==> src/hw/rtl/bal_pkg.sv <==
// ----------------------------------------------------------------------------
// Barometric altitude package
// Shared widths, fixed-point constants, reciprocal tables and request types.
// ----------------------------------------------------------------------------
package bal_pkg;

  localparam int PW  = 24;  // pressure width
  localparam int AW  = 21;  // altitude width
  localparam int LNW = 37;  // ln() result, Q32, unsigned
  localparam int YW  = 36;  // exp() argument, Q32, signed
  localparam int EW  = 38;  // exp() result, Q32, unsigned

  localparam int DIV_PER   = 2;   // quotient bits per divider stage
  localparam int DIV_STG   = 16;  // divider stages (32 quotient bits)
  localparam int LN_TERMS  = 12;  // atanh series terms
  localparam int EXP_STG   = 13;  // Taylor terms two to fourteen

  localparam logic [31:0] LN2_Q32   = 32'hB17217F8;
  localparam logic [27:0] EXPO_Q30  = 28'd204333069;
  localparam logic [19:0] ALT_SCALE = 20'd709280;
  localparam logic [23:0] SEA_RESET = 24'd6484800;

  typedef struct packed {
    logic vld;  // request present in this stage
    logic ok;   // both pressures nonzero
  } bal_tag_t;

  typedef struct packed {
    logic signed [AW-1:0] altitude;
    logic                 valid_res;
  } bal_res_t;

  // ceil(2^36 / (2j+1)); exact floor division of values below 2^31
  function automatic logic [34:0] ln_recip(input int j);
    logic [34:0] m;
    case (j)
      1:       m = 35'd22906492246;
      2:       m = 35'd13743895348;
      3:       m = 35'd9817068106;
      4:       m = 35'd7635497416;
      5:       m = 35'd6247225158;
      6:       m = 35'd5286113596;
      7:       m = 35'd4581298450;
      8:       m = 35'd4042322161;
      9:       m = 35'd3616814566;
      10:      m = 35'd3272355083;
      11:      m = 35'd2987803337;
      default: m = 35'd0;
    endcase
    return m;
  endfunction

  // ceil(2^36 / k); exact floor division of values below 2^32
  function automatic logic [35:0] exp_recip(input int k);
    logic [35:0] m;
    case (k)
      2:       m = 36'd34359738368;
      3:       m = 36'd22906492246;
      4:       m = 36'd17179869184;
      5:       m = 36'd13743895348;
      6:       m = 36'd11453246123;
      7:       m = 36'd9817068106;
      8:       m = 36'd8589934592;
      9:       m = 36'd7635497416;
      10:      m = 36'd6871947674;
      11:      m = 36'd6247225158;
      12:      m = 36'd5726623062;
      13:      m = 36'd5286113596;
      14:      m = 36'd4908534053;
      default: m = 36'd0;
    endcase
    return m;
  endfunction

  function automatic logic [LNW-1:0] ln2_times(input logic [4:0] k);
    return LNW'(k) * LNW'(LN2_Q32);
  endfunction

  function automatic logic signed [YW-1:0] lnmul(input logic signed [3:0] n);
    logic signed [YW-1:0] l;
    l = YW'(LN2_Q32);
    return YW'(n) * l;
  endfunction

endpackage

==> src/hw/rtl/bal_outq.sv <==
// ----------------------------------------------------------------------------
// Result queue
// Two-entry queue parting the pipeline from the result channel.
// ----------------------------------------------------------------------------
module bal_outq (
  input  logic              clk,
  input  logic              rst_n,
  input  logic              push,
  input  bal_pkg::bal_res_t push_data,
  output logic              room,
  output logic              out_valid,
  input  logic              out_ready,
  output bal_pkg::bal_res_t out_data
);
  import bal_pkg::*;

  bal_res_t   mem_r [0:1];
  logic       wp_r;
  logic       rp_r;
  logic [1:0] cnt_r;
  logic [1:0] cnt_nxt;
  logic       pop;

  assign pop     = (cnt_r != 2'd0) && out_ready;
  assign room    = (cnt_r != 2'd2) || out_ready;
  assign cnt_nxt = cnt_r + 2'(push) - 2'(pop);

  always_ff @(posedge clk) begin
    if (!rst_n) begin
      cnt_r <= '0;
      wp_r  <= 1'b0;
      rp_r  <= 1'b0;
    end else begin
      cnt_r <= cnt_nxt;
      if (push) wp_r <= ~wp_r;
      if (pop)  rp_r <= ~rp_r;
    end
  end

  always_ff @(posedge clk) begin
    if (push) mem_r[wp_r] <= push_data;
  end

  assign out_valid = (cnt_r != 2'd0);
  assign out_data  = mem_r[rp_r];

endmodule
==> config.mk <==
export PLATFORM = sky130hd
export DESIGN_NAME = bal_outq
export DESIGN_NICKNAME = d
export VERILOG_FILES = /design/src/hw/rtl/bal_pkg.sv /design/src/hw/rtl/bal_outq.sv
export SDC_FILE = /design/constraint.sdc
export NUM_CORES = 1
export LEC_CHECK = 0
export ABC_AREA = 1
export BUFFER_PORTS_ARGS = -buffer_cell sky130_fd_sc_hd__clkbuf_2
export CELL_PAD_IN_SITES_DETAIL_PLACEMENT = 2
export CELL_PAD_IN_SITES_GLOBAL_PLACEMENT = 2
export CORE_MARGIN = 4
export CORE_UTILIZATION = 30
export CTS_CLUSTER_SIZE = 16
export DETAILED_ROUTE_END_ITERATION = 10
export PLACE_DENSITY = 0.67
export SYNTH_ARGS = -nofsm -noshare
export SYNTH_HDL_FRONTEND = slang
export SYNTH_SLANG_ARGS = --single-unit
==> constraint.sdc <==
create_clock -name clk -period 3.8 [get_ports clk]
set_clock_uncertainty 0.2 [all_clocks]
set_input_delay 0.76 -clock clk [delete_from_list [all_inputs] [get_ports clk]]
set_output_delay 0.76 -clock clk [all_outputs]
set_load 0.03 [all_outputs]
# Word level (Yosys, flattened, before mapping)
# Memories as Yosys holds them, arrays and structs flattened. A register that Yosys moved wholly into a read port is not among the register bits.
# Cells that the tools add are included.
# totals
ff_bits	4
ram_bits	44
inputBits	26
output_inout_bits	24
word_cells	16
n_memories	1
# classes
add_sub_neg	2
n_eq_ne	1
n_mux	4
n_bitwise	2
n_reduce_logical	3
# mem_list
name	words	width	read_ports	rd_clocked_by_memory_dff	write_ports	line	text
mem_r	2	22	1	1	1	bal_outq.sv:17	bal_res_t mem_r [0:1];
# ops
operator	count
$mux 1	4
$add 2x1->2	1
$ne 2x2->1 const B	1
$not 1->1	2
$reduce_bool 2->1	1
$sub 2x1->2	1
$logic_and 1x1->1	1
$logic_or 1x1->1	1

# Longest topological paths before layout
# Gate-level depths: netlist of run 1.
# depth
depth_word	4
ltp_mapped	10

# Least setup slack after synthesis of run 1
# Ideal clock, no wire load.
# synth_timing
path_type	input to register
start	input port push
end	memory mem_r[0][0] in the netlist's numbering (enable)
setup_time_ns	0.401
arrival_ns	1.732
required_ns	3.199
slack_ns	1.467
stages	2
path_buffers	0
path_cell_list	inv_1 > nor2_1
# synth_via
elab_chain_cells	2
# synth_rtl
element	line	text
start, declared	bal_outq.sv:8	input logic push,
$mux 1	bal_outq.sv:41	if (push) mem_r[wp_r] <= push_data;
$mux 1 (not written as such)	bal_outq.sv:41	
end, declared	bal_outq.sv:17	
# Every way passes these cells.

==> impl_results.md, run 1 <==
- Sequential fraction of the synthesis area: 77.65%
- Max Cap Violations: 0
- Post-DRT Antenna Nets: 0
- H-Tree Depth: 2
- Top cell type's share of synthesized area: 72.18%
- Die area: 7416 sq um
- Vias/cell: 4.394
- Critical-path top delay cell: dfxtp_1
- CP Cell Sequence: buf_4 -> mux2_2 -> clkbuf_2
- CP top delay family: flip-flops
- Fin crit period: around 2.7 ns
- Worst min path class: reg2reg
- Final nets: 188
- Gp weighted congestion: 0.7269
- Pin count of the biggest net entering global routing: 23
- WL final: 3647 microns
- Slew headroom: about 40%
- Clk_lat worst skew: 0.29 ns
- CTS tree: yes
- Clk pwr share: 25.2%
- Fill count: 605
- R2r setup slk: 2.06 ns
- Via count: 1037
- Power Total: between 0.001 and 0.0015 W
- CTS hold repair buffers: 0
- Core area: about 5900 sq um
- Fmax: 0.3762 GHz
- Status: finished clean
- PortBufs: 49
- Initial core utilization: 30.92%
- DIE HEIGHT: between 80 and 90 microns
- Vias in the first global route: 1182
- IO Count: 50
- Logic pwr share: 27.2%
- Worst-path clk slew: 0.08 ns
- Final hold vios: 0
- CP Class: reg2out
- Leak: 0.9039 nW
- R2r endpoint: cnt_r[1]
- Initial drt markers: 23
- DP HPWL: 2795 microns
- Max stage delay on crit path: 0.53 ns
- DRC: 0
- Internal Power: about 0.00096 W
- Worst-case reg-to-reg path depth: 8
- CP Capture Type: primary output
- Yosys Warn Count: 0
- Post-synthesis register bit count: slightly below 50
- Max Transition Viols Final: 0
- Initial antenna violation count: 0
- PostCTS Resize Cnt: 0
- Row count: 28
- DRT Pass-1 Iters: 4
- Max clock buf depth: 2
- Worst-path maximum fanout: 15
- Critical path arrival: 1.70 ns
- Largest cells by area after synthesis: edfxtp_1 (72%), mux2_2 (14%), dfxtp_1 (5.5%)
- Peak VDD IR: 0.2879 mV
- Routed len/inst: 15.45 microns
- Synth unique cells: 10
- Worst path required time: 2.84 ns
- Hold EP: wp_r
- CTS Sinks: 49
- Worst Setup Start Kind: register
- WHS: about 0.33 ns
- Hold path start: wp_r
- DIE WIDTH: 86.12 microns
- Synth Net Count: 132
- Leading area contributor after synthesis: edfxtp_1
- Avg Inst Size Synth: 17.60 sq um
- Tot GR Track Use: a little over a tenth
- Inserted Clock Buffers: 5
- Net Sw Frac: 30.50%
- Seq pwr share: 47.5%
- Post-CTS Setup Repair Bufs: 0
- Cells after Synth: 104
- Final setup violation count: 0
- Slew @ Worst Pin: 0.9043 ns
- Worst R2R Start: cnt_r[1]
- RSZ-0062 raised after global routing: false
- Fin crit share: about 70%
- Power Density: 608.5 nW/um^2
- Hold Path Depth: 2
- Grt ovf: 0
- Crit path buffers/inverters: 2
- Synth Cell Area: 1831 sq um
- Share of cells above drive strength 1: 49.69%
- Clk root buf: clkbuf_8
- Switching power: 0.0004214 W
- N_diodes: 0
- First-pass GRT wire length: between 5000 and 6000 microns
- Total negative slack: 0 ns
- Area Growth Syn to Fin: 24.06%
worst max path at each step:
stage	startpoint	end	slack, ns	depth (start not counted)
2_1_floorplan	push	mem_r[0][0]	1.47	2
3_3_place_gp	register	out_data[12]	1.44	3
3_5_place_dp	register	out_data[12]	1.43	3
4_1_cts	register	out_data[12]	1.08	3
5_1_grt	register	out_data[13]	1.02	3
6_report	register	out_data[12]	1.14	3
cell families after synthesis:
| family | share of synthesized area, % |
|---|---|
| AO/OA/AOI/OAI | 0.2731 |
| adder cells (fa/ha/maj) | 1.367 |
| buffers and inverters | 2.871 |
| flip-flops | 77.65 |
| multiplexers | 13.53 |
| AND/OR/NAND/NOR | 4.306 |
metrics by stage:
stage / cells / area [sq um] / util [%] / setup slack [ns]
3_3_place_gp: 228 / 2165 / 36.56 / 1.444
3_5_place_dp: 228 / 2165 / 36.56 / 1.426
5_1_grt: 236 / 2271 / 38.36 / 1.018
4_1_cts: 236 / 2271 / 38.36 / 1.078
2_1_floorplan: 104 / 1831 / - / 1.467
6_report: 236 / 2271 / 38.36 / 1.142
routing by layer:
metal	vias up	global-route usage, %	wire length (microns)
met5	-	0	0
met4	0	3.453	45
met3	4	3.170	230
met2	36	19.41	1928
met1	511	11.76	1443
li1	486	-	-
cell type report:
class	instances	area [sq um]	share of cell area [%]
flip-flops and latches	49	1421	62.59
repair buffers	51	260.3	11.46
well taps	75	93.84	4.132
inverters	8	30.03	1.322
clock buffers	6	72.57	3.196
clock inverters	2	33.78	1.488
multi-input cells	45	359.1	15.81
layout by cell type, fill, tap and decap left out:
cell	netlist	final
clkinv_1	0	1
nor2_2	0	1
edfxtp_1	44	44
ha_1	2	2
dfxtp_1	5	5
inv_1	8	8
clkbuf_1	0	1
bufinv_16	0	1
nor2_1	9	8
clkbuf_8	0	5
nand2_1	8	8
buf_4	0	2
mux2_2	22	22
clkbuf_2	0	49
a21oi_1	1	1
nand3_1	3	3
flip-flops by register name, indices dropped and copies added, names as in the netlist, named ones only:
signal / count
rp_r: 1
mem_r: 44
wp_r: 1
cnt_r: 2
synth_stat cells (all sizes together):
cell type / number
inv: 8
ha: 2
nand2: 8
nor2: 9
mux2: 22
buf: 2
edfxtp: 44
nand3: 3
a21oi: 1
dfxtp: 5
power groups by stage:
| stage | sequential [W] | combinational (W) | clock [W] |
|---|---|---|---|
| 2_1_floorplan | 0.000659 | 0.000285 | 0 |
| 3_3_place_gp | 0.000666 | 0.000368 | 0 |
| 3_5_place_dp | 0.000671 | 0.000384 | 0 |
| 4_1_cts | 0.000659 | 0.000385 | 0.000362 |
| 5_1_grt | 0.000663 | 0.000412 | 0.000392 |
| 6_report | 0.000657 | 0.000376 | 0.000349 |
worst reg2reg max path, stage by stage, from the launching register on:
cell     delay [ns]
dfxtp_1        0.39
nor2_1         0.07
nor2_1         0.16
ha_1           0.26
inv_1          0.06
ha_1           0.18
nand2_1        0.09
a21oi_1        0.17
nor2_1         0.06
Note: power is estimated with default switching activity, not from simulation.
==> run 2, diff against run 1 <==
- PLACE_DENSITY: 0.67 -> 0.7
- clock period: 3.8 -> 2.15 ns (I/O delays scaled with it)
==> run 2 against run 1 <==
Against the previous run:
- critical path depth unchanged
- critical path type unchanged
- clock-buffer cell count down 1
- highest routed layer unchanged
- hold slack worse by 0.21 ns
- largest power group unchanged
- register-to-register slack worse by 1.7 ns
- first-iteration DRC count up 30%
- utilization up 0.25 points
- sequential power up 75%
==> impl_results.md, run 2 (synthesis results as in run 1) <==
- DP HPWL: 2976 microns (+6.5%)
- Largest register by flop count: mem_r
- Largest register FFs: 44 (unchanged)
- Core area: 5921 sq um (unchanged)
- Area Growth Syn to Fin: 24.88%
- RSZ-0062 raised after global routing: false
- Tot GR Track Use: 10.95% (+0.30 points)
- Worst min path class: in2reg
- Area of the multi-input gates: 359.1 sq um (unchanged)
- DIE HEIGHT: 86.12 microns (unchanged)
- IO Count: 50 (unchanged)
- Leading registers by flop count: mem_r: 44 flops, cnt_r: 2 flops
- DRC: 0 (unchanged)
- Design area: 2286 sq um (+0.66%)
- Hold Path Depth: 1 (-1)
- Worst path required time: 1.52 ns (-1.32 ns)
- Post-CTS Setup Repair Bufs: 0 (unchanged)
- Clk_lat worst skew: 0.29 ns (about the same)
- CTS hold repair buffers: 0 (unchanged)
- Fill count: 608 (+0.50%)
- PostCTS Resize Cnt: 0 (unchanged)
- Die area: 7416 sq um (unchanged)
- Final setup violation count: 0 (unchanged)
- Initial core utilization: 30.92% (unchanged)
- Final nets: 191 (+1.6%)
- Placed cell area: 2200 sq um (+1.6%)
- Final hold vios: 0 (unchanged)
- CP Capture Type: primary output
- CTS tree: yes
- Grt ovf: 0 (unchanged)
- DIE WIDTH: 86.12 microns (unchanged)
- Gp weighted congestion: 0.7212 (-0.78%)
- Status: finished clean
- Max clock buf depth: 2 (unchanged)
- Inserted Clock Buffers: 5 (unchanged)
- Initial antenna violation count: 0 (unchanged)
- Fin crit period: 2.055 ns
- Critical path arrival: 1.42 ns (-0.28 ns)
- Slew headroom: 76.89% (+37 points)
- Row count: 28 (unchanged)
- Initial drt markers: 30 (+30%)
- Vias in the first global route: 1188 (+0.51%)
- Total negative slack: 0 ns (unchanged)
- Slew @ Worst Pin: 0.3462 ns (-0.5581 ns)
- Worst-case reg-to-reg path depth: 8 (unchanged)
- Share of cells above drive strength 1: 51.22% (+1.5 points)
- Peak VDD IR: 0.3683 mV (+28%)
- Max Transition Viols Final: 0 (unchanged)
- H-Tree Depth: 2 (unchanged)
- Commonest non-fill, non-tap cell in the layout: clkbuf_2
- Fin crit share: 95.56%
- Leak: 0.9153 nW (+1.3%)
- Worst-path maximum fanout: 15 (unchanged)
- Clk root buf: clkbuf_8
- Pin count of the biggest net entering global routing: 17 (-26%)
- Power Density: 1032 nW/um^2 (+70%)
- WL final: 3788 microns (+3.9%)
- PortBufs: 49 (unchanged)
- Worst Setup Start Kind: register
- CP Class: reg2out
- Most frequent cells in the layout: clkbuf_2 (49), edfxtp_1 (44), mux2_2 (22)
- Fmax: 0.4867 GHz
- Worst-path clk slew: 0.08 ns (about the same)
- Routed len/inst: 15.85 microns (+2.6%)
- Post-DRT Antenna Nets: 0 (unchanged)
- CTS Sinks: 49 (unchanged)
- N_diodes: 0 (unchanged)
- Max Cap Violations: 0 (unchanged)
- Register area: 1421 sq um (unchanged)
- First-pass GRT wire length: 5947 microns (+1.3%)
- DRT Pass-1 Iters: 4 (unchanged)
- Vias/cell: 4.435 (+0.93%)
- Via count: 1060 (+2.2%)
-- run 2: cell types whose count changed in the layout (fill, tap and decap cells not counted) --
cell / change
buf_12: +1
buf_4: +2
bufinv_16: -1
clkbuf_1: -1
clkinv_2: +1
clkinv_4: +1
-- run 2: area by class of cell --
cell class | instances | area share, %
Sequential cell | 49 | 62.18
Tap cell | 75 | 4.105
Inverter | 8 | 1.314
Clock buffer | 5 | 3.010
Clock inverter | 3 | 0.7663
Multi-Input combinational cell | 45 | 15.71
Timing Repair Buffer | 54 | 12.92
-- run 2: final timing paths --
check | start | to | slack [ns]
min | push_data[4] | mem_r[0][4] | 0.12
min reg2reg | wp_r | wp_r | 0.32
max reg2reg | cnt_r[1] | cnt_r[1] | 0.41
max | register | out_data[13] | 0.1
-- run 2: worst max-delay path, stage by stage (launching register included) --
cell	delay (ns)
dfxtp_1	0.33
buf_4	0.24
mux2_2	0.37
clkbuf_2	0.18
-- run 2: per-stage QoR --
| stage | setup slack [ns] | hold slack [ns] | util (%) | power, W | instances |
|---|---|---|---|---|---|
| after floorplan | 0.1470 | 0.2675 | - | 0.001669 | 104 |
| after global placement | 0.4009 | 0.2967 | 37.15 | 0.001842 | 231 |
| after detailed placement | 0.2875 | 0.3166 | 37.15 | 0.001884 | 231 |
| after CTS | 0.05162 | 0.1070 | 38.61 | 0.002400 | 239 |
| after global routing | 0.008258 | 0.09934 | 38.61 | 0.002505 | 239 |
| final | 0.09543 | 0.1209 | 38.61 | 0.002358 | 239 |
-- run 2: power by group --
part	switching, W	internal [W]	total, W
combinational	0.000448	0.000251	0.000699
sequential	0.0000312	0.00112	0.00115
clock	0.000286	0.000225	0.000511
-- run 2: routing by layer --
metal	vias up	track usage [%]	part of all wire [%]
met1	517	12.12	38
met3	6	3.939	8.2
met2	45	19.06	52
met5	-	0	0
met4	0	4.317	1.5
li1	492	-	-
